### src/hw/rtl/sal_pkg.sv
package sal_pkg;

	localparam int KEY_W       = 32;
	localparam int VALUE_W     = 64;
	localparam int HEADER_W    = 32;
	localparam int TIME_W      = 32;
	localparam int START_W     = 16;
	localparam int COUNT_W     = 7;
	localparam int STATUS_W    = 2;
	localparam int OFFSET_W    = 9;
	localparam int END_W       = 10;
	localparam int SEGS_W      = 4;
	localparam int IN_DATA_W   = 184;
	localparam int OUT_DATA_W  = 184;
	localparam int MAX_READ    = 64;

	localparam int QUEUE_DEPTH = 2;
	localparam int QUEUE_PTR_W = $clog2(QUEUE_DEPTH);
	localparam int QUEUE_CNT_W = $clog2(QUEUE_DEPTH + 1);
	localparam int OUT_DEPTH   = 4;
	localparam int OUT_PTR_W   = $clog2(OUT_DEPTH);
	localparam int OUT_CNT_W   = $clog2(OUT_DEPTH + 1);

	localparam logic [STATUS_W-1:0] ST_APPENDED = 2'd0;
	localparam logic [STATUS_W-1:0] ST_FULL     = 2'd1;
	localparam logic [STATUS_W-1:0] ST_RECORD   = 2'd2;
	localparam logic [STATUS_W-1:0] ST_EMPTY    = 2'd3;

	typedef struct packed {
		logic                is_read;
		logic [KEY_W-1:0]    key;
		logic [VALUE_W-1:0]  value;
		logic [HEADER_W-1:0] header;
		logic [TIME_W-1:0]   tstamp;
		logic [START_W-1:0]  start;
		logic [COUNT_W-1:0]  want;
	} cmd_t;

	typedef struct packed {
		logic [STATUS_W-1:0] status;
		logic [OFFSET_W-1:0] offset;
		logic [KEY_W-1:0]    key;
		logic [VALUE_W-1:0]  value;
		logic [HEADER_W-1:0] header;
		logic [TIME_W-1:0]   tstamp;
		logic [END_W-1:0]    end_offset;
		logic [SEGS_W-1:0]   segs;
		logic                last;
	} result_t;

	typedef enum logic {
		BK_IDLE,
		BK_READ
	} back_state_t;

endpackage

### src/hw/rtl/sal_front.sv
module sal_front
	import sal_pkg::*;
(
	input  logic                 clk,
	input  logic                 arst_n,
	input  logic                 s_tvalid,
	output logic                 s_tready,
	input  logic [IN_DATA_W-1:0] s_tdata,
	input  logic                 s_tuser,
	output logic                 q_valid,
	output cmd_t                 q_cmd,
	input  logic                 q_pop
);

	cmd_t                   queue_q [QUEUE_DEPTH];
	logic [QUEUE_PTR_W-1:0] wr_ptr_q;
	logic [QUEUE_PTR_W-1:0] rd_ptr_q;
	logic [QUEUE_CNT_W-1:0] count_q;
	cmd_t                   cmd_in;
	logic                   push;
	logic                   pop;

	// Decode the transfer and clamp the read length once, so the back end
	// only sees a count it can step down directly.
	always_comb begin
		cmd_in.is_read = s_tuser;
		cmd_in.key     = s_tdata[31:0];
		cmd_in.value   = s_tdata[95:32];
		cmd_in.header  = s_tdata[127:96];
		cmd_in.tstamp  = s_tdata[159:128];
		cmd_in.start   = s_tdata[175:160];
		if (s_tdata[182:176] > COUNT_W'(MAX_READ)) begin
			cmd_in.want = COUNT_W'(MAX_READ);
		end else begin
			cmd_in.want = s_tdata[182:176];
		end
	end

	assign s_tready = (count_q != QUEUE_CNT_W'(QUEUE_DEPTH));
	assign push     = s_tvalid && s_tready;
	assign q_valid  = (count_q != '0);
	assign pop      = q_pop && q_valid;
	assign q_cmd    = queue_q[rd_ptr_q];

	always_ff @(posedge clk) begin
		if (push) begin
			queue_q[wr_ptr_q] <= cmd_in;
		end
	end

	always_ff @(posedge clk or negedge arst_n) begin
		if (!arst_n) begin
			wr_ptr_q <= '0;
			rd_ptr_q <= '0;
			count_q  <= '0;
		end else begin
			if (push) begin
				wr_ptr_q <= wr_ptr_q + QUEUE_PTR_W'(1);
			end
			if (pop) begin
				rd_ptr_q <= rd_ptr_q + QUEUE_PTR_W'(1);
			end
			if (push && !pop) begin
				count_q <= count_q + QUEUE_CNT_W'(1);
			end else if (pop && !push) begin
				count_q <= count_q - QUEUE_CNT_W'(1);
			end
		end
	end

endmodule

### config.mk
export PLATFORM = sky130hd
export DESIGN_NAME = sal_front
export DESIGN_NICKNAME = d
export VERILOG_FILES = /design/src/hw/rtl/sal_pkg.sv /design/src/hw/rtl/sal_front.sv
export SDC_FILE = /design/constraint.sdc
export NUM_CORES = 1
export LEC_CHECK = 0
export BUFFER_PORTS_ARGS = -buffer_cell sky130_fd_sc_hd__buf_4
export CORE_ASPECT_RATIO = 0.9
export CORE_MARGIN = 2
export CORE_UTILIZATION = 47
export CTS_CLUSTER_SIZE = 20
export DETAILED_ROUTE_END_ITERATION = 6
export GPL_TIMING_DRIVEN = 0
export PLACE_DENSITY_LB_ADDON = 0.1
export SYNTH_ARGS = -nofsm -noshare
export SYNTH_HDL_FRONTEND = slang
export SYNTH_SLANG_ARGS = --single-unit
### constraint.sdc
create_clock -name clk -period 9.4 [get_ports clk]
set_input_delay 1.41 -clock clk [delete_from_list [all_inputs] [get_ports clk]]
set_output_delay 1.41 -clock clk [all_outputs]
set_load 0.03 [all_outputs]
# Yosys cells after proc, flatten, opt, wreduce, memory -nomap -nowiden
# Memories as Yosys holds them, arrays and structs flattened.
# Index checks and enable logic that the tools add are counted.
# Widths: inputs -> output; s select.
[totals]
reg_bits = 4
latch_bits = 0
ramBits = 368
romBits = 0
out_inout_bits = 186
mem_count = 1
[mem_list]
columns = ["memory", "words", "width", "rd", "rd_ports_with_merged_regs", "wr", "line_no", "rtl"]
rows = [
  ["queue_q", 2, 184, 1, 0, 1, "sal_front.sv:15", "cmd_t queue_q [QUEUE_DEPTH];"],
]
[op_classes]
addsub = 4
n_mul = 0
div_mod_pow = 0
order_cmp = 1
n_eq_ne = 1
shifts = 0
muxes = 5
bitwise_logic = 0
reduce_logical = 8
[ops]
columns = ["cell", "n"]
rows = [
  ["$gt 7x7->1 const B", 1],
  ["$mux 7", 1],
  ["$logic_and 1x1->1", 4],
  ["$mux 2", 2],
  ["$reduce_bool 2->1", 2],
  ["$add 1x1->1 const B", 2],
  ["$add 2x1->2 const B", 1],
  ["$logic_not 1->1", 2],
  ["$mux 1", 2],
  ["$ne 2x2->1 const B", 1],
  ["$sub 2x1->2 const B", 1],
]

# Logic depth before layout (Yosys ltp)
[logic_depth]
ltp_word = 6
depth_mapped = 7

# Worst setup path before layout
# OpenSTA, ideal clock, no wires.
[synth_timing]
path_type = "input -> register"
startpoint = "input port s_tvalid"
endpoint = "memory queue_q[0][0] in the netlist's numbering (enable)"
t_arrival_ns = 9.141
required_ns = 8.669
path_slack_ns = -0.473
path_stages = 2
cell_sequence = "nand2_1 nor2_1"
[synth_between]
elab_chain_len = 3
[synth_lines]
columns = ["item", "line_no", "rtl"]
rows = [
  ["start: declaration", "sal_front.sv:6", "input logic s_tvalid,"],
  ["$logic_and 1x1->1", "sal_front.sv:40", "assign push = s_tvalid && s_tready;"],
  ["$mux 1", "sal_front.sv:46", "if (push) begin"],
  ["$mux 1 (not written as such)", "sal_front.sv:47", "queue_q[wr_ptr_q] <= cmd_in;"],
  ["end: declaration", "sal_front.sv:15", ""],
]
# Every way passes these cells.

==> results_dict.tcl <==
set metrics [dict create \
    cts_max_level 2 \
    ir_worst_vdd_uv 258.1 \
    cp_num_buf_inv 4 \
    netlist-cell-type-count 17 \
    start_kind "register" \
    intPower_uw 4327 \
    wire_per_inst_um 19.71 \
    cts_num_sinks 372 \
    ys_warn_count 0 \
    port_buffers 373 \
    start_util 0.4756 \
    rsz0062_at_grt "false" \
    antenna_left 0 \
    synth_area_mm2 0.01414 \
    ys_ff_latch 372 \
    fin_crit_ns 3.285 \
    crit_chain "buf_6, buf_6, buf_6, mux2_4, buf_4" \
    num_io_pins 375 \
    stdcell_count 1450 \
    drv_cap 0 \
    grt_antenna_before_repair 0 \
    cts.path.max_buffers 3 \
    core_area_mm2 0.02973 \
    worstPathMaxFanout 10 \
    switching_share 0.3369 \
    cts_buffers 39 \
    maxSlewHeadroom 0.5049 \
    wirelength_um 28590 \
    syn-num-nets 788 \
    cts_tree "built" \
    drt-initial-drc-count 346 \
    postCtsHoldBufs 0 \
    clk_latency_ns 0.51 \
    cpLargestDelayFamily "buffers and inverters" \
    gp_congestion 0.7322 \
    via_per_inst 4.773 \
    die_x_um 186.8 \
    grt_start_max_net_pins 51 \
    layout_commonest_cell "buf_4" \
    placement.cell_area_mm2 0.01769 \
    antenna-diode-count 0 \
    root_buffer "clkbuf_16" \
    tightest_slew_ns 0.7427 \
    required_ns 7.99 \
    setup_violations 0 \
    seqPwrFrac 0.360 \
    synth_cells 598 \
    dp.cells 1384 \
    grt.total_usage 0.1760 \
    max_stage_delay_ns 0.33 \
    drive_gt1_frac 0.6113 \
    syn_avg_cell_area_um2 23.64 \
    grt_pass1_wl_um 41940 \
    cpMaxStageDelayCell "dfrtp_1" \
    cp.arrival_ns 1.87 \
    place_ws_ns 6.181 \
    grt-ovfl-total 0 \
    pwr-share-comb 0.417 \
    vias 6921 \
    first_pass_iters 4 \
    status "finished, final reports clean" \
    fmax_ghz 0.3044 \
    worstSetupPathType "reg2out" \
    seq_area_frac_synth 0.7887 \
    die_h_um 168.5 \
    finalCritPeriodShare 0.3495 \
    ctsResizeCount 0 \
    p_per_area_mw_per_mm2 345.5 \
    cts_setup_buffers 0 \
    grt_pass1_vias 7199 \
    slew_viol_final 0 \
    area_growth_pct 33.61 \
    switchingPower_uw 2199 \
    rows 60 \
    clk_pin_slew_ns 0.06 \
    hold_class "reg2reg" \
    hold_viol 0 \
    cpMostUsedCell "buf_6" \
    power_leakage_uw 0.007498 \
    dp.final_hpwl_um 19970 \
    end_kind "output port" \
    nets 1212 \
    pwr-share-clk 0.223 \
    drc 0 \
    setup_ws_ns 6.115 \
    die-area_mm2 0.03149 \
    skew_ns 0.008819 \
    stdcell_area_mm2 0.01889 \
    final_cell_mix "buf_4, edfxtp_1, mux2_4, clkbuf_16, mux2_2" \
]
[state kept, by name, summed over array words and instances (netlist names)]
name      cells
rd_ptr_q      1
count_q       2
wr_ptr_q      1
queue_q     368
[through the flow]
| stage | total power (uW) | TNS (ns) | utilization | hold WS [ns] |
|---|---|---|---|---|
| 2_1_floorplan | 4264 | 0 | - | 0.4559 |
| 3_3_place_gp | 5173 | -84.84 | 0.5868 | 0.4882 |
| 3_5_place_dp | 5143 | 0 | 0.5949 | 0.4830 |
| 4_1_cts | 6613 | 0 | 0.6354 | 0.5025 |
| 5_1_grt | 6791 | 0 | 0.6354 | 0.5246 |
| 6_report | 6526 | 0 | 0.6354 | 0.5085 |
[synthesized netlist by cell type (all sizes together)]
cell type	n	area (um2)
edfxtp	368	11050
mux2	184	2635
buf	21	217.7
nor2b	6	37.54
dfrtp	4	100.1
xnor2	3	26.28
nand2	2	7.510
nor2	2	7.510
xor2	2	17.52
and3	1	6.260
clkbuf	1	3.750
ha	1	12.51
inv	1	3.750
nand2b	1	6.260
or2	1	6.260
[routing by layer]
layer  track usage  wire [um]  up-vias
met3       0.06179       2467       48
met4       0.05590        671        0
met2        0.3027      14300      247
met1        0.2085      11150     3402
met5             0          0        -
li1              -          -     3224
[cells by family after synthesis]
| logic type | count (synthesis) | share of synthesized area |
|---|---|---|
| DFF | 372 | 0.7887 |
| muxes | 184 | 0.1864 |
| buffers and inverters | 23 | 0.01593 |
| and+or+nand+nor | 13 | 0.005046 |
| xor gates and xnor gates | 5 | 0.003098 |
| adders and majority gates | 1 | 0.0008848 |
[worst paths after layout]
kind / from / to / slack (ns) / cells after the start
max reg2reg: count_q[0] / queue_q[1][106] / 7.13 / 4
max: rd_ptr_q / q_cmd[61] / 6.12 / 5
max in group asynchronous: arst_n / rd_ptr_q / 8.61 / 1
min: count_q[1] / count_q[1] / 0.51 / 1
min in group asynchronous: arst_n / count_q[0] / 0.69 / 1
min reg2reg: count_q[1] / count_q[1] / 0.51 / 1
[power by group through the flow]
stage | sequential [uW] | clock [uW] | combinational, uW
finish | 2350 | 1460 | 2720
global route | 2380 | 1560 | 2850
CTS | 2350 | 1500 | 2760
detailed placement | 2380 | 0 | 2760
global placement | 2500 | 0 | 2670
floorplan | 2440 | 0 | 1830
[layout make-up]
type | count | area (um2)
Sequential cell | 372 | 11150
Fill cell | 2184 | 10840
Timing Repair Buffer | 383 | 3030
Multi-Input combinational cell | 203 | 2775
Clock buffer | 49 | 1056
Tap cell | 403 | 504.2
Buffer | 22 | 221.5
Clock inverter | 17 | 148.9
Inverter | 1 | 3.754
No activity file was read; power rests on OpenSTA's default activity.
