### config.mk
export PLATFORM = sky130hd
export DESIGN_NAME = sal_out
export DESIGN_NICKNAME = d
export VERILOG_FILES = /design/src/hw/rtl/sal_pkg.sv /design/src/hw/rtl/sal_out.sv
export SDC_FILE = /design/constraint.sdc
export NUM_CORES = 1
export LEC_CHECK = 0
export BUFFER_PORTS_ARGS = -buffer_cell sky130_fd_sc_hd__buf_2
export CAP_MARGIN = 15
export CORE_MARGIN = 5
export CORE_UTILIZATION = 37
export CTS_BUF_LIST = sky130_fd_sc_hd__clkbuf_4
export DETAILED_ROUTE_END_ITERATION = 7
export PLACE_DENSITY_LB_ADDON = 0.3
export SLEW_MARGIN = 20
export SYNTH_ARGS = -nofsm -noshare
export SYNTH_HDL_FRONTEND = slang
export SYNTH_SLANG_ARGS = --single-unit
### constraint.sdc
create_clock -name clk -period 5.2 [get_ports clk]
set_input_delay 1.04 -clock clk [delete_from_list [all_inputs] [get_ports clk]]
set_output_delay 1.04 -clock clk [all_outputs]
set_load 0.01 [all_outputs]
### src/hw/rtl/sal_pkg.sv
package sal_pkg;

	localparam int KEY_W       = 32;
	localparam int VALUE_W     = 64;
	localparam int HEADER_W    = 32;
	localparam int TIME_W      = 32;
	localparam int START_W     = 16;
	localparam int COUNT_W     = 7;
	localparam int STATUS_W    = 2;
	localparam int OFFSET_W    = 9;
	localparam int END_W       = 10;
	localparam int SEGS_W      = 4;
	localparam int IN_DATA_W   = 184;
	localparam int OUT_DATA_W  = 184;
	localparam int MAX_READ    = 64;

	localparam int QUEUE_DEPTH = 2;
	localparam int QUEUE_PTR_W = $clog2(QUEUE_DEPTH);
	localparam int QUEUE_CNT_W = $clog2(QUEUE_DEPTH + 1);
	localparam int OUT_DEPTH   = 4;
	localparam int OUT_PTR_W   = $clog2(OUT_DEPTH);
	localparam int OUT_CNT_W   = $clog2(OUT_DEPTH + 1);

	localparam logic [STATUS_W-1:0] ST_APPENDED = 2'd0;
	localparam logic [STATUS_W-1:0] ST_FULL     = 2'd1;
	localparam logic [STATUS_W-1:0] ST_RECORD   = 2'd2;
	localparam logic [STATUS_W-1:0] ST_EMPTY    = 2'd3;

	typedef struct packed {
		logic                is_read;
		logic [KEY_W-1:0]    key;
		logic [VALUE_W-1:0]  value;
		logic [HEADER_W-1:0] header;
		logic [TIME_W-1:0]   tstamp;
		logic [START_W-1:0]  start;
		logic [COUNT_W-1:0]  want;
	} cmd_t;

	typedef struct packed {
		logic [STATUS_W-1:0] status;
		logic [OFFSET_W-1:0] offset;
		logic [KEY_W-1:0]    key;
		logic [VALUE_W-1:0]  value;
		logic [HEADER_W-1:0] header;
		logic [TIME_W-1:0]   tstamp;
		logic [END_W-1:0]    end_offset;
		logic [SEGS_W-1:0]   segs;
		logic                last;
	} result_t;

	typedef enum logic {
		BK_IDLE,
		BK_READ
	} back_state_t;

endpackage

### src/hw/rtl/sal_out.sv
module sal_out
	import sal_pkg::*;
(
	input  logic                  clk,
	input  logic                  arst_n,
	input  logic                  res_valid,
	input  result_t               res_data,
	output logic [OUT_CNT_W-1:0]  out_fill,
	output logic                  m_tvalid,
	input  logic                  m_tready,
	output logic [OUT_DATA_W-1:0] m_tdata,
	output logic [STATUS_W-1:0]   m_tuser,
	output logic                  m_tlast
);

	result_t              fifo_q [OUT_DEPTH];
	logic [OUT_PTR_W-1:0] wr_ptr_q;
	logic [OUT_PTR_W-1:0] rd_ptr_q;
	logic [OUT_CNT_W-1:0] count_q;
	result_t              head;
	logic                 pop;

	// The back end never pushes without room, so no full check is needed here.
	assign m_tvalid  = (count_q != '0);
	assign pop       = m_tvalid && m_tready;
	assign out_fill  = count_q;
	assign head      = fifo_q[rd_ptr_q];

	assign m_tuser = head.status;
	assign m_tlast = head.last;
	assign m_tdata = {1'b0, head.segs, head.end_offset, head.tstamp, head.header,
	                  head.value, head.key, head.offset};

	always_ff @(posedge clk) begin
		if (res_valid) begin
			fifo_q[wr_ptr_q] <= res_data;
		end
	end

	always_ff @(posedge clk or negedge arst_n) begin
		if (!arst_n) begin
			wr_ptr_q <= '0;
			rd_ptr_q <= '0;
			count_q  <= '0;
		end else begin
			if (res_valid) begin
				wr_ptr_q <= wr_ptr_q + OUT_PTR_W'(1);
			end
			if (pop) begin
				rd_ptr_q <= rd_ptr_q + OUT_PTR_W'(1);
			end
			if (res_valid && !pop) begin
				count_q <= count_q + OUT_CNT_W'(1);
			end else if (pop && !res_valid) begin
				count_q <= count_q - OUT_CNT_W'(1);
			end
		end
	end

endmodule

After elaboration in Yosys (flattened, before gate mapping). Memories as Yosys holds them, arrays and structs flattened. Index checks and enable logic that the tools add are counted.

Bits in registers: 7. Latch bits: 0. Memory bits (writable): 744. Bits in read-only memories: 0. Word-level logic and storage cells: 19. Memories: 1.

Memories: fifo_q (words 4, width 186, rd ports 1, clocked after Yosys merged registers in 0, wr ports 1, RTL line sal_out.sv:16) `result_t fifo_q [OUT_DEPTH];`.

Add/sub/neg operators: 4. $mul: 0. Divide/modulo/power cells: 0. Magnitude comparators: 0. Equality and inequality tests: 0. Shift-type cells: 0. Multiplexer cells: 4. Bitwise gates (word level): 0. Reduce and logical (&&, ||, !) cells: 7.

Operators with widths (count): 3-bit 2-to-1 mux (2); 2-bit by 1-bit adder with 2-bit output, second input constant (2); 3-bit by 1-bit adder with 3-bit output, second input constant (1); 1-bit logical AND (3); 3-bit nonzero test (1); 3-bit by 1-bit subtractor with 3-bit output, second input constant (1); 1-bit logical NOT (2); 1-bit 2-to-1 mux (2); 2-bit nonzero test (1).

Longest topological paths before layout. Gate-level depths: netlist of run 1.

Depth in word-level cells: 5. Depth in mapped cells: 8.

Least setup slack after synthesis of run 1. OpenSTA, ideal clock, no wires.

Kind: input port to flip-flop. Start: input port res_valid. End: memory fifo_q[0][0] in the netlist's numbering, enable pin. Arrival time: 5266 ps. Data required time: 4632 ps. Path slack: -634 ps. Stages on the path: 1. Buffers on the path: 0. Path through: and2_1.

Word-level cells in the longest chain between the ends: 2.

Ends and longest elaborated chain: start, declared (RTL line sal_out.sv:6) `input logic res_valid,`; 1-bit 2-to-1 mux (RTL line sal_out.sv:35) `if (res_valid) begin`; 1-bit 2-to-1 mux (not written as such) (RTL line sal_out.sv:36) `fifo_q[wr_ptr_q] <= res_data;`; end, declared (RTL line sal_out.sv:16).

Every way passes these cells.

Worst setup path in the final report of run 1.
Start: register rd_ptr_q[0]. End: output port m_tdata[169].

Word-level cells in the longest chain between the ends: 1.

Ends and longest elaborated chain: start, declared (RTL line sal_out.sv:18) `logic [OUT_PTR_W-1:0] rd_ptr_q;`; start signal, assigned (RTL line sal_out.sv:50) `rd_ptr_q <= rd_ptr_q + OUT_PTR_W'(1);`; memory 4 x 186 bit; end, declared (RTL line sal_out.sv:11) `output logic [OUT_DATA_W-1:0] m_tdata,`.

Every way passes these cells.

==> results of run 1 <==
-- kinds of logic after synthesis --
| group | count (synthesis) | synth area share [%] |
|---|---|---|
| buf+inv | 46 | 1.158 |
| flops | 751 | 82.71 |
| compound gates | 1 | 0.01837 |
| mux | 187 | 15.43 |
| other cells | 1 | 0.01377 |
| fa+ha+maj | 6 | 0.3033 |
| simple gates | 9 | 0.1746 |
| xor+xnor | 6 | 0.1931 |
-- power groups by stage --
stage | logic, mW | registers, mW | clock network [mW]
floorplan | 3.46 | 8.28 | 0
finish | 5.28 | 8.25 | 4.97
global route | 5.72 | 8.35 | 5.54
detailed placement | 5.48 | 8.41 | 0
global placement | 5.47 | 8.34 | 0
CTS | 5.50 | 8.28 | 5.20
-- registers in the layout (all words and copies together) (netlist names) --
signal    cells
out_fill      3
wr_ptr_q      2
fifo_q      744
rd_ptr_q      2
-- placed cells by master, fill, tap and decap left out, drive strengths merged --
master	n
and2	4
buf	395
bufinv	4
clkbuf	274
clkinv	45
conb	1
dfrtp	7
diode	13
dlygate4sd3	1
edfxtp	744
fa	1
ha	5
inv	13
mux2	1
mux4	186
nand2	2
nand3	1
nor2	1
o21ai	1
or3	1
xnor2	3
xor2	3
-- routing by layer --
metal | part of all wire, % | vias to the layer above | wire length [um] | GRT usage, %
met4 | 2.1 | 10 | 1205 | 5.372
met1 | 38 | 6655 | 21910 | 17.48
met5 | 0.13 | - | 75 | 0
met2 | 51 | 434 | 29400 | 23.93
li1 | - | 5619 | - | -
met3 | 9.0 | 100 | 5206 | 6.263
-- worst register-to-register path, delay by kind of cell (launching register included) --
family	cells	cell delay, ps
buf+inv	2	590
simple gates	1	710
flops	1	420
fa+ha+maj	1	150
-- layout make-up --
cell class / instances / share of cell area, %
Tap cell: 959 / 3.656
Clock inverter: 59 / 1.224
Antenna cell: 13 / 0.09913
Multi-Input combinational cell: 210 / 13.41
Timing Repair Buffer: 396 / 6.672
Clock buffer: 274 / 6.268
Sequential cell: 751 / 68.63
Inverter: 3 / 0.03431
-- path summary, 6_finish.rpt --
path | cells after the start | slack, ps | end
max in group asynchronous | 2 | 4490 | rd_ptr_q[0]$_DFFE_PN0P_
setup / recovery | 3 | 1130 | m_tdata[169]
hold reg to reg | 1 | 530 | wr_ptr_q[0]$_DFFE_PN0P_
setup reg to reg | 4 | 2810 | fifo_q[2][185]$_DFFE_PP_
min in group asynchronous | 2 | 470 | rd_ptr_q[1]$_DFFE_PN0P_
hold / removal | 1 | 280 | fifo_q[0][81]$_DFFE_PP_
-- repair_timing --
action | in CTS | in global routing
endpoints found under the hold margin | 7 | 0
hold buffers | 1 | 0
resized for setup | 0 | 0
buffers inserted | 0 | 0
==> reports/results.txt, run 1 <==
CP Max Fanout - 50
#FFs+latches synth - 751
HP Class - in2reg
Mean Syn Cell Area - 27.03 um^2
Clock group share of total power - 26.9%
Iter 0 DRT Violations - 754
Unrepaired setup endpoints after global routing - no
Syn-to-layout area delta - 20.55%
Top-count cell post-synth - edfxtp_1
Global-route usage over all layers - 14.64%
# placed instances - 2318
Clock-pin slew on the worst setup and hold paths - 80 ps
Final Hold Vio Count - 0
Peak VDD IR - 0.3510 mV
Largest net degree at the start of global routing - 92
Rel. slew slack - 39.55%
PwrDens - 563.6 nW/um^2
Clock sink count - 751
Max Slew Vio Count - 0
Internal - 12.91 mW
FFs w/ async S/R, synth - 0.9321%
Critical path endpoint category - primary output
Post-synth top cells - edfxtp_1, mux4_2, buf_2, buf_6, dfrtp_1
Synth warnings - 0
Layout cells sized above 1 - 52.33%
Max incr delay on CP - 800 ps
Seq pwr share - 44.6%
Register area share after synthesis - 82.71%
Root buffer cell - clkbuf_4
Drt drc - 0
Area of the multi-input gates - 4402 um^2
CTS tree - done
Leakage - 11.30 nW
Worst Path Buf+Inv - 2
Clk buf depth - 3
Finished Cell Area - 32820 um^2
WP data arrival - 3030 ps
Skew final - 61.20 ps
Sw Pwr - 5.584 mW
CP Data Required Time - 4160 ps
Switching Fraction - 30.19%
Setup slack after layout - 1129 ps
Clk_lat worst skew - 960 ps
Setup crit start - rd_ptr_q[0]$_DFFE_PN0P_
Final min period - 4071 ps
Fin Setup TNS - 0 ps
Outcome - complete, no violations
Die Span Y - 281.3 um
Synth top area cells - edfxtp_1, mux4_2, dfrtp_1, buf_6, buf_2
Cells after synthesis - 1007
PortBufs - 379
Final core utilization - 44.98%
Final cycle utilization of the critical path - 78.29%
Top cell type's share of synthesized area - 82.07%
CTS H-tree lvls - 4
Max_cap viols - 0
Yosys top cell by area - edfxtp_1
Die W - 281.3 um
Area after DPL - 30320 um^2
Cell Area, Synth - 27220 um^2
Vias per cell - 4.810
Register area - 22520 um^2
Die area - 79100 um^2
Hold Worst Slack - 275.5 ps
Fill count - 6304
Antenna Nets Post-Route - 0
CP cell instances - buf_12 -> mux4_2 -> buf_2
Slew at the pin closest to its max-slew limit - 906.8 ps
Site row count - 99
Worst R2R Start - wr_ptr_q[0]$_DFFE_PN0P_
HP Start - res_data[81]
Combinational share of power - 28.5%
Vias in the first global route - 14160
Synth cell types - 20
Non-filler cells, final - 2665
Mapped Nets - 1203
Startpoint types - flop
Post-DP HPWL - 33810 um
Peak Freq - 245.6 MHz
Pre-Repair DR Iteration Count - 5
EDFF count, synth - 744
First-pass GRT wire length - 86210 um
Setup Viol. Count Final - 0
I/O Pins - 381
Drt wl/cell - 21.69 um
Top delay family on crit path - flip-flops
Pre-CTS setup slack - 2002 ps
Antenna violations before repair - 16
Placer Congestion - 0.7163
Via count - 12820
CP max-delay cell - dfrtp_4
Setup CP Type - reg2out
Top FF cell, synth - edfxtp_1
Global route overflow - 0
Num CTS Buffers - 192
Power Total - 18.50 mW
Net count reported at finish - 1750
Drt total wl - 57800 um
Starting Density - 37.31%
Core area - 72960 um^2
Power figures use the tool's default switching activity.
==> run 2: changes to the inputs <==
==> constraint.sdc (replaced) <==
create_clock -name clk -period 4 [get_ports clk]
set_input_delay 0.8 -clock clk [delete_from_list [all_inputs] [get_ports clk]]
set_output_delay 0.8 -clock clk [all_outputs]
set_load 0.01 [all_outputs]
==> reports/results.txt, run 2 (synthesized netlist as in run 1, its figures left out) <==
Drt wl/cell - 20.52 um
Die W - 281.3 um
Clock sink count - 751
Reg-to-reg slack, setup - 1820 ps
WP data arrival - 2910 ps
First-pass GRT wire length - 89470 um
Antenna Nets Post-Route - 0
Post-DP HPWL - 34770 um
Outcome - complete, no violations
Setup Viol. Count Final - 0
Starting Density - 37.31%
I/O Pins - 381
Die area - 79100 um^2
Drt drc - 0
Iter 0 DRT Violations - 606
Final min period - 3706 ps
Reg with most FFs - fifo_q
Site row count - 99
Setup slack after layout - 293.7 ps
Most frequent cells in the layout - edfxtp_1, buf_2, clkbuf_4
Max FFs per register - 744
Max Slew Vio Count - 0
Clock-pin slew on the worst setup and hold paths - 70 ps
Core area - 72960 um^2
Finished Cell Area - 34850 um^2
Antenna violations before repair - 3
HP Class - in2async
Pre-CTS setup slack - 1170 ps
Rel. slew slack - 48.49%
PwrDens - 697.3 nW/um^2
Vias in the first global route - 15440
CP Data Required Time - 3200 ps
Fin Setup TNS - 0 ps
Peak VDD IR - 0.5198 mV
Via count - 13580
Critical path endpoint category - primary output
Final Hold Vio Count - 0
Setup CP Type - reg2out
Final core utilization - 47.76%
Clk_lat worst skew - 950 ps
Clk buf depth - 3
CTS H-tree lvls - 4
Worst r2r path cells - 8
Largest net degree at the start of global routing - 97
Area after DPL - 30480 um^2
Postcts setup bufs - 0
PortBufs - 379
Skew final - 65.40 ps
Global-route usage over all layers - 14.90%
Most common cell after layout, fill and taps aside - edfxtp_1
Net count reported at finish - 1955
Leakage - 12.19 nW
Peak Freq - 269.8 MHz
Placer Congestion - 0.7100
Vias per cell - 4.737
CTS tree - done
Layout cells sized above 1 - 47.72%
Unrepaired setup endpoints after global routing - no
Root buffer cell - clkbuf_4
Fill count - 6078
Die Span Y - 281.3 um
Slew at the pin closest to its max-slew limit - 772.6 ps
Drt total wl - 58800 um
CP Max Fanout - 42
Startpoint types - flop
Final cycle utilization of the critical path - 92.66%
Num CTS Buffers - 192
Global route overflow - 0
Syn-to-layout area delta - 28.01%
Max_cap viols - 0
Pre-Repair DR Iteration Count - 4
-- run 2: area by class of cell --
cell class | count | area (um^2) | area share (%)
flip-flops and latches | 751 | 22520 | 64.63
clock inverters | 57 | 352.8 | 1.012
well taps | 959 | 1200 | 3.443
inverters | 3 | 11.26 | 0.03231
repair buffers | 601 | 4229 | 12.14
multi-input cells | 210 | 4402 | 12.63
diodes | 2 | 5.005 | 0.01436
clock buffers | 283 | 2125 | 6.097
-- run 2: timing repair --
item | 4_1_cts | 5_1_grt
setup endpoints to repair | 0 | 1
resized for setup | 0 | 1
hold buffers | 188 | 0
endpoints found under the hold margin | 752 | 0
-- run 2: final timing paths --
path	startpoint	end
worst max-delay path	rd_ptr_q[1]$_DFFE_PN0P_	m_tdata[65]
worst min-delay path	arst_n	rd_ptr_q[1]$_DFFE_PN0P_
worst max register to register	out_fill[0]$_DFFE_PN0P_	out_fill[2]$_DFFE_PN0P_
worst min register to register	out_fill[2]$_DFFE_PN0P_	out_fill[2]$_DFFE_PN0P_
max in group asynchronous	arst_n	wr_ptr_q[0]$_DFFE_PN0P_
min in group clk	res_valid	wr_ptr_q[0]$_DFFE_PN0P_
-- run 2: per-layer routing --
layer	vias to the layer above	global-route usage, %	wire (um)
li1	6024	-	-
met1	7018	17.93	23200
met2	431	25.07	29980
met3	101	5.292	4351
met4	2	5.335	1246
met5	-	0	13
-- run 2: power breakdown --
group | internal, mW | switching [mW]
logic | 3.31 | 3.84
clock network | 3.45 | 2.97
registers | 10.3 | 0.464
-- run 2: worst max-delay path, cell delays in order (launching register included) --
cell and delay, ps:
dfrtp_4 920, buf_4 440, mux4_2 380, buf_2 160
-- run 2: through the flow --
stage          hold WS [ps]  total power, mW  instances
2_1_floorplan         491.4            15.27       1007
3_3_place_gp          493.1            18.07       2336
3_5_place_dp          510.0            18.17       2336
4_1_cts               88.41            24.87       2864
5_1_grt               149.5            25.76       2866
6_report              258.8            24.30       2866
==> run 3: changes to the inputs <==
==> constraint.sdc (replaced) <==
create_clock -name clk -period 4 [get_ports clk]
set_input_delay 0 -clock clk [delete_from_list [all_inputs] [get_ports clk]]
set_output_delay 0 -clock clk [all_outputs]
set_load 0.01 [all_outputs]
==> reports/results.txt, run 3 (synthesized netlist as in run 1, its figures left out) <==
Placer Congestion - 0.7248
Vias in the first global route - 16290
Vias per cell - 4.682
Reg with most FFs - fifo_q
I/O Pins - 381
Via count - 14350
Final Hold Vio Count - 0
CP Data Required Time - 4000 ps
Drt wl/cell - 19.88 um
Outcome - complete, no violations
Root buffer cell - clkbuf_4
First-pass GRT wire length - 93340 um
Leakage - 12.97 nW
Startpoint types - flop
WHS Path Cells - 4
Critical path endpoint category - primary output
Die W - 281.3 um
Slew at the pin closest to its max-slew limit - 862.8 ps
Finished Cell Area - 36770 um^2
Setup Viol. Count Final - 0
CP max-delay cell - dfrtp_4
Most frequent cells in the layout - edfxtp_1, dlygate4sd3_1, buf_2
PortBufs - 379
Pre-Repair DR Iteration Count - 5
CTS Hold Bufs - 379
Antenna violations before repair - 7
Fin Setup TNS - 0 ps
Post-DP HPWL - 34830 um
Worst r2r path cells - 4
Pre-CTS setup slack - 1676 ps
WL met3 - 4535 um
Rel. slew slack - 42.48%
Max incr delay on CP - 980 ps
Hold Worst Slack - 198.1 ps
Peak Freq - 320.1 MHz
Core area - 72960 um^2
Starting Density - 37.31%
Max_cap viols - 0
Final cycle utilization of the critical path - 78.09%
Met2 wire length - 30890 um
Iter 0 DRT Violations - 734
Max FFs per register - 744
Skew final - 62.74 ps
CP Max Fanout - 38
Drt total wl - 60930 um
Net count reported at finish - 2143
Site row count - 99
Final core utilization - 50.39%
Area after DPL - 30430 um^2
Clk buf depth - 3
Post_cts resized - 0
Syn-to-layout area delta - 35.05%
PwrDens - 666.3 nW/um^2
Final min period - 3124 ps
Layout cells sized above 1 - 42.79%
CP cell instances - buf_4 -> mux4_2 -> buf_2
Global-route usage over all layers - 15.45%
Max layer used - met5
Clk_lat worst skew - 960 ps
HP Class - in2reg
FF-to-FF End - fifo_q[0][172]$_DFFE_PP_
Global route overflow - 0
Worst R2R Start - wr_ptr_q[0]$_DFFE_PN0P_
Die Span Y - 281.3 um
Most common cell after layout, fill and taps aside - edfxtp_1
WHS Endpoint - out_fill[0]$_DFFE_PN0P_
Num CTS Buffers - 191
Drt drc - 0
WP data arrival - 3120 ps
CTS H-tree lvls - 4
Max Slew Vio Count - 0
Reg-to-reg slack, setup - 1840 ps
Peak VDD IR - 0.6203 mV
Clock-pin slew on the worst setup and hold paths - 60 ps
Postcts setup bufs - 0
Die area - 79100 um^2
CTS tree - done
Antenna Nets Post-Route - 0
Setup slack after layout - 876.3 ps
WL met1 - 24350 um
Setup CP Type - reg2out
Largest net degree at the start of global routing - 92
HP Start - res_valid
Clock sink count - 751
Unrepaired setup endpoints after global routing - no
-- run 3: cell types whose count changed in the layout (fill, tap and decap cells not counted), sizes merged, moves of 3 or more --
cell and change:
dlygate4sd3 +191, clkinv +11, diode +3, clkbuf -10
-- run 3: cell type report --
| cell class | instances | area, um^2 |
|---|---|---|
| inverter | 3 | 11.26 |
| antenna | 5 | 12.51 |
| fill | 5926 | 36190 |
| clock buffer | 273 | 2049 |
| tap | 959 | 1200 |
| sequential | 751 | 22520 |
| clock inverter | 74 | 461.7 |
| timing repair buffer | 790 | 6106 |
| multi-input combinational | 210 | 4402 |
-- run 3: worst max-delay path: cells and delay by family, from the launching register on --
kind / cells / cell delay (ps)
mux: 1 / 590
buf+inv: 2 / 580
flops: 1 / 980
-- run 3: stage by stage --
step | std cells | power (mW)
after detailed placement | 2333 | 18.10
after floorplan | 1007 | 15.27
final | 3065 | 24.50
after global placement | 2333 | 18.00
after global routing | 3062 | 25.95
after CTS | 3059 | 25.03
-- run 3: report_power, final --
| part | leakage [nW] | switching, mW | internal, mW |
|---|---|---|---|
| clock network | 1.47 | 3.03 | 3.49 |
| registers | 6.91 | 0.478 | 10.3 |
| logic | 4.59 | 3.84 | 3.39 |
-- run 3: layer usage --
metal,GRT usage [%],up-vias
met2,26.20,480
li1,-,6420
met4,5.360,8
met3,5.175,93
met5,0,-
met1,18.70,7349
-- run 3: worst max path at each step --
stage / startpoint / end / slack [ps] / cells past startpoint
2_1_floorplan: wr_ptr_q[0]$_DFFE_PN0P_ / fifo_q[2][0]$_DFFE_PP_ / 660 / 3
3_3_place_gp: wr_ptr_q[1]$_DFFE_PN0P_ / fifo_q[1][96]$_DFFE_PP_ / 1720 / 4
3_5_place_dp: wr_ptr_q[1]$_DFFE_PN0P_ / fifo_q[1][87]$_DFFE_PP_ / 1680 / 4
4_1_cts: rd_ptr_q[0]$_DFFE_PN0P_ / m_tdata[13] / 630 / 3
5_1_grt: rd_ptr_q[0]$_DFFE_PN0P_ / m_tdata[15] / 550 / 3
6_report: rd_ptr_q[0]$_DFFE_PN0P_ / m_tdata[150] / 880 / 3
